File: src/design/pdts_pkg.sv
// Package for the priority dispatcher with timed servers.
// Holds sizes, result kind codes, payload structs and the
// controller/datapath command and status structs. No dependencies.
package pdts_pkg;

    // Sizes
    localparam int SERVERS     = 3;
    localparam int CLASS_DEPTH = 64;
    localparam int NUM_CLASSES = 3;

    localparam int CLS_W   = 2;
    localparam int NUM_W   = 16;
    localparam int DUR_W   = 16;
    localparam int SRVF_W  = 2;
    localparam int SRV_W   = (SERVERS > 1) ? $clog2(SERVERS) : 1;
    localparam int PTR_W   = $clog2(CLASS_DEPTH);
    localparam int CNT_W   = $clog2(CLASS_DEPTH + 1);
    localparam int MEM_DEPTH = NUM_CLASSES * CLASS_DEPTH;
    localparam int ADDR_W  = $clog2(MEM_DEPTH);
    localparam int ENTRY_W = NUM_W + DUR_W;

    // Input command codes
    localparam logic CMD_ENQUEUE = 1'b0;
    localparam logic CMD_TICK    = 1'b1;

    // Result kinds
    typedef enum logic [1:0] {
        KIND_ASSIGN    = 2'd0,
        KIND_TICK_DONE = 2'd1,
        KIND_ENQ_OK    = 2'd2,
        KIND_ENQ_FULL  = 2'd3
    } t_kind;

    typedef struct packed {
        logic               command;
        logic [CLS_W-1:0]   customer_class;
        logic [NUM_W-1:0]   customer_number;
        logic [DUR_W-1:0]   call_duration;
    } t_in_item;

    typedef struct packed {
        t_kind              result_kind;
        logic [CLS_W-1:0]   job_class;
        logic [NUM_W-1:0]   job_number;
        logic [SRVF_W-1:0]  server_index;
        logic               work_pending;
        logic               last;
    } t_out_item;

    // Controller to datapath
    typedef struct packed {
        logic load;       // capture the accepted transaction, restart the server scan
        logic enq;        // store or reject the held job, emit its result
        logic srv_next;   // advance to the next server
        logic pop;        // read and remove the head of the best class
        logic assign_job; // load the popped duration into the server, emit assignment
        logic status;     // count down busy servers, emit tick status
    } t_cmd;

    // Datapath to controller
    typedef struct packed {
        logic srv_busy;
        logic srv_last;
        logic any_class;
        logic out_free;
    } t_status;

endpackage

File: src/design/pdts_ctrl.sv
// Controller state machine for the priority dispatcher.
// Sequences enqueue and tick transactions; depends on pdts_pkg.
module pdts_ctrl
    import pdts_pkg::*;
(
    input  logic    i_clk,
    input  logic    i_rst_n,
    input  logic    i_valid,
    input  logic    i_cmd_tick,
    output logic    o_stall,
    input  t_status i_status,
    output t_cmd    o_cmd
);

    typedef enum logic [4:0] {
        S_IDLE   = 5'b00001,
        S_ENQ    = 5'b00010,
        S_SCAN   = 5'b00100,
        S_ASSIGN = 5'b01000,
        S_STATUS = 5'b10000
    } t_state;

    t_state r_state;
    t_state n_state;

    // Take a new transaction only when idle
    assign o_stall = (r_state != S_IDLE);

    // Next state and commands
    always_comb begin
        n_state = r_state;
        o_cmd   = '0;
        unique case (r_state)
            S_IDLE: begin
                if (i_valid) begin
                    o_cmd.load = 1'b1;
                    n_state    = (i_cmd_tick == CMD_TICK) ? S_SCAN : S_ENQ;
                end
            end
            S_ENQ: begin
                if (i_status.out_free) begin
                    o_cmd.enq = 1'b1;
                    n_state   = S_IDLE;
                end
            end
            S_SCAN: begin
                if (i_status.srv_busy) begin
                    if (i_status.srv_last) begin
                        n_state = S_STATUS;
                    end else begin
                        o_cmd.srv_next = 1'b1;
                    end
                end else if (!i_status.any_class) begin
                    n_state = S_STATUS;
                end else begin
                    o_cmd.pop = 1'b1;
                    n_state   = S_ASSIGN;
                end
            end
            S_ASSIGN: begin
                if (i_status.out_free) begin
                    o_cmd.assign_job = 1'b1;
                    if (i_status.srv_last) begin
                        n_state = S_STATUS;
                    end else begin
                        o_cmd.srv_next = 1'b1;
                        n_state        = S_SCAN;
                    end
                end
            end
            S_STATUS: begin
                if (i_status.out_free) begin
                    o_cmd.status = 1'b1;
                    n_state      = S_IDLE;
                end
            end
            default: begin
                n_state = S_IDLE;
            end
        endcase
    end

    // State register
    always_ff @(posedge i_clk) begin
        if (!i_rst_n) begin
            r_state <= S_IDLE;
        end else begin
            r_state <= n_state;
        end
    end

endmodule

File: config.mk
export PLATFORM = sky130hd
export DESIGN_NAME = pdts_ctrl
export DESIGN_NICKNAME = d
export VERILOG_FILES = /design/src/design/pdts_pkg.sv /design/src/design/pdts_ctrl.sv
export SDC_FILE = /design/constraint.sdc
export NUM_CORES = 1
export LEC_CHECK = 0
export BUFFER_PORTS_ARGS = -buffer_cell sky130_fd_sc_hd__clkbuf_2
export CAP_MARGIN = 15
export CELL_PAD_IN_SITES_DETAIL_PLACEMENT = 2
export CELL_PAD_IN_SITES_GLOBAL_PLACEMENT = 2
export CORE_MARGIN = 4
export CORE_UTILIZATION = 25
export DETAILED_ROUTE_END_ITERATION = 10
export PLACE_DENSITY_LB_ADDON = 0.1
export SYNTH_ARGS = -nofsm -noshare
export SYNTH_HDL_FRONTEND = slang
export SYNTH_SLANG_ARGS = --single-unit
File: constraint.sdc
create_clock -name i_clk -period 1.5 [get_ports i_clk]
set_input_delay 0 -clock i_clk [delete_from_list [all_inputs] [get_ports i_clk]]
set_output_delay 0 -clock i_clk [all_outputs]
set_load 0.01 [all_outputs]
Yosys cells after proc, flatten, opt, wreduce, memory -nomap -nowiden
Index checks and enable logic that the tools add are counted.
- reductions and logical operators: 2
- eq/ne operators: 10
- muxes and demuxes: 22
- operator list (operator ; number):
    two-way mux 5 bit ; 7
    one-hot mux 5 bit (4 select lines) ; 1
    two-way mux 1 bit ; 12
    == test 5 x 1 -> 1 bit, second input constant ; 1
    == test 5 x 2 -> 1 bit, second input constant ; 1
    == test 5 x 3 -> 1 bit, second input constant ; 1
    == test 5 x 4 -> 1 bit, second input constant ; 1
    == test 5 bit, second input constant ; 1
    != test 5 x 1 -> 1 bit, second input constant ; 1
    != test 2 bit, second input constant ; 2
    AND reduction 4 bit ; 1
    two-way mux 3 bit ; 1
    != test 3 bit, second input constant ; 1
    != test 2 x 1 -> 1 bit, second input constant ; 1
    one-hot mux 1 bit (2 select lines) ; 1
    OR reduction 2 bit ; 1
- word-level logic and storage cells: 35
- input port bits: 8
- register bits after elaboration: 5

Depth between registers and ports, before layout
- depth after elaboration: 4
- gate-level depth with buffers: 4

Worst setup path before layout
Ideal clock, no wire load.
- kind: reg-to-reg
- from: register r_state[1]
- to: register r_state[2]
- clock period less this slack: 1411 ps
- arrival time: 1295 ps
- library setup time: 115 ps
- required time: 1385 ps
- stages on the path, launching flop included: 5
- path slack: 89 ps
- cells stage by stage: dfxtp_1 nor3_4 nand3b_2 o221a_4 a31o_1
- word-level cells in the longest chain between the ends: 4
- elaborated cells between the ends (all ways): 12
- ends and longest elaborated chain (what ; line ; text):
    start, declared ; pdts_ctrl.sv:23 ; t_state r_state;
    start signal, assigned ; pdts_ctrl.sv:88 ; r_state <= n_state;
    == test 5 bit or == test 5 x 2 -> 1 bit (tied branches) ; pdts_ctrl.sv:33 ; unique case (r_state)
    OR reduction 2 bit (no source line) ; -- ;
    != test 2 x 1 -> 1 bit (no source line) ; -- ;
    AND reduction 4 bit (no source line) ; -- ;
Parallel ways exist; a longest one is shown, timed or not.
A chain may end at the register's enable or synchronous reset.

==> qor.yml <==
timing:
  postLayoutSetupSlackWorst_ps: -21.5
  setup_repair_after_global_routing_missed_its_margin: "yes"
  fin_crit_ps: 1520
  tightestPinTransition_ps: 280
  slew_headroom: 0.812
  period_utilization_post_route: 1.01
  final-hold-violation-count: 0
  maxSlewViolCount: 0
  finalSetupViolCount: 1
  finalSetupTns_ps: -21.5
  max_clock_freq_mhz: 657
  worst_clock_skew_ps: 8.44
clock_tree:
  cts-htree-levels: 1
  cts_num_sinks: 5
  tritoncts: "yes"
  numCtsBuffers: 3
  clockBufferDepth: 2
  clk_tree_root_cell: "sky130_fd_sc_hd__clkbuf_4"
  clk_transition_reported_paths_ps: 50
  clk-insertion-delay-late_ps: 260
layout:
  num-nets-final: 81
  layout.cell_area.non_filler_um2: 638
  area_growth_from_synthesis_to_layout_pct: 61.4
  drive_above_1_share: 0.639
  fillers: 176
  multi_input_gate_area_um2: 299
  final_cell_count_no_fill: 88
  max_flop_register: "r_state"
  largest_register_ffs: 5
  regArea_um2: 114
  antennaDiodeCount: 0
  reg_top3: "r_state x5"
global_routing:
  grt_pass1_wl_um: 2090
  pin_count_of_the_biggest_net_entering_global_routing: 10
  grtUsageTotal: 0.138
  globalRoute.totalOverflow: 0
  antenna_found_initial: 0
  grt_pass1_vias: 435
detailed_routing:
  drc_errors: 0
  detail_route.wirelength_um: 1320
  detail_route.vias_per_cell: 5.03
  num_vias: 443
  drt_iter0_markers: 3
  wl_per_cell_um: 15.0
  postRouteAntennaNets: 0
  first_pass_iters: 3
floorplan:
  die_height_um: 47.8
  core_region_area_um2: 1510
  die_area_um2: 2280
  die_x_um: 47.8
  design.portCount: 15
  rows: 14
  initial_core_util: 0.262
setup_path:
  end_kind: "primary output"
  required_ps: 1500
  critPathBufInv: 2
  worstPathArrival_ps: 1520
  crit_path_class: "register to primary output"
  cp_top_family: "simple AND/OR/NAND/NOR gates"
  critPathSlowestCell: "sky130_fd_sc_hd__or4b_4"
  worst_setup_path_start_kind: "register"
  worst_path_largest_cell_delay_ps: 490
  worstPathCellList: "buf_6 -> or4b_4 -> nor3b_2 -> buf_2"
  path_max_fanout: 3
run_status:
  violations_in_the_final_reports: "negative setup slack"
  outcome: "complete, but fails checks"
power:
  power.density_nw_per_um2: 1060
  share_seq_of_total_power: 0.292
  static-leakage-power_nw: 0.294
  vdd.ir_drop.worst_uv: 460
  share_comb_of_total_power: 0.460
  total_switching_power_mw: 0.241
  cell_internal_pwr_mw: 0.435
  clock_power_share: 0.248
  sw_frac_of_total: 0.357
synth:
  synth_seq_cells: 5
  synth_sequential_area_ratio: 0.253
  mappedNetlistArea_um2: 395
  synthesis.nets: 52
  synth_largest_area_cell: "sky130_fd_sc_hd__dfxtp_1"
  syn-mean-instance-area_um2: 8.99
  postSynth.topFlopCell: "sky130_fd_sc_hd__dfxtp_1"
  share_of_synthesized_registers_carrying_an_async_set_or_reset: 0
  synth_top_cells_by_count: "sky130_fd_sc_hd__dfxtp_1 (5), sky130_fd_sc_hd__nand2_1 (5), sky130_fd_sc_hd__inv_1 (4)"
  synth_top_area_share: 0.253
  synth-warning-count: 0
  post_synth_num_cell_types: 27
  synthTopCellsByArea: "sky130_fd_sc_hd__dfxtp_1 (25%), sky130_fd_sc_hd__nor3b_1 (5.7%), sky130_fd_sc_hd__nor4_4 (5.4%), sky130_fd_sc_hd__mux2i_1 (5.1%), sky130_fd_sc_hd__o221a_4 (5.1%)"
  number_of_enable_type_register_cells_in_the_synthesized_netlist: 0
  synth_cells: 44
hold_path:
  hold_class: "input port to register"
placed_design:
  dp_hpwl_um: 948
  placed_area_um2: 504
  placed_cells_incl_taps: 76
  finalWeightedCongestion: 0.709
  port-buffer-count: 14
flow_run:
  timing.max_cap.violations: 0
==> layout make-up <==
cell class | count | area share
clock buffers | 4 | 0.0412
inverters | 4 | 0.0235
multi-input cells | 34 | 0.469
flip-flops and latches | 5 | 0.178
well taps | 16 | 0.0314
repair buffers | 25 | 0.257
==> cell families after synthesis <==
group | after synthesis | synth area share
and+or+nand+nor | 22 | 0.418
DFF | 5 | 0.253
AOI/OAI and AO/OA | 9 | 0.209
xor gates and xnor gates | 1 | 0.0222
buffers and inverters | 5 | 0.0474
muxes | 2 | 0.0506
==> worst paths after layout <==
kind         slack, ps         end  startpoint  cells past startpoint
max                -20    o_cmd[4]  r_state[3]                      4
max reg2reg         20  r_state[2]  r_state[0]                      4
min reg2reg        500  r_state[4]  r_state[4]                      2
min                 20  r_state[0]     i_rst_n                      2
==> metal layers <==
metal / wire length (um) / track usage / vias to the layer above
met5: 0 / 0 / -
met4: 16 / 0.0645 / 0
met3: 71 / 0.0677 / 2
met2: 676 / 0.203 / 10
met1: 555 / 0.167 / 211
li1: - / - / 220
==> power groups by stage <==
stage               Sequential (mW)  Clock, mW  Combinational, mW
finish                        0.198      0.167              0.311
global placement              0.196          0              0.237
floorplan                     0.188          0              0.159
CTS                           0.200      0.179              0.260
detailed placement            0.198          0              0.241
global route                  0.202      0.185              0.342
==> what timing repair did <==
item / 4_1_cts / 5_1_grt
hold buffers: 0 / 0
pin swaps: 4 / 4
gates resized for setup: 10 / 11
buffers inserted: 3 / 5
endpoints found under the setup margin: 4 / 6
==> cells in the final DEF, fill, tap and decap left out, types with 3 or more instances in the layout <==
cell type	synthesis	final
sky130_fd_sc_hd__clkbuf_4	0	3
sky130_fd_sc_hd__clkbuf_2	0	10
sky130_fd_sc_hd__buf_6	0	3
sky130_fd_sc_hd__inv_1	4	4
sky130_fd_sc_hd__dfxtp_4	0	3
sky130_fd_sc_hd__buf_4	0	8
sky130_fd_sc_hd__buf_2	0	4
sky130_fd_sc_hd__nand2_1	5	4
==> stage by stage <==
step	worst slack, ps	total power [mW]	util	hold slack [ps]
2_1_floorplan	89.2	0.348	-	44.1
3_3_place_gp	5.11	0.433	0.335	276
3_5_place_dp	-10.9	0.439	0.335	293
4_1_cts	-32.1	0.640	0.385	14.8
5_1_grt	-81.1	0.728	0.424	49.5
6_report	-21.5	0.676	0.424	20.9
Power figures use the tool's default switching activity.
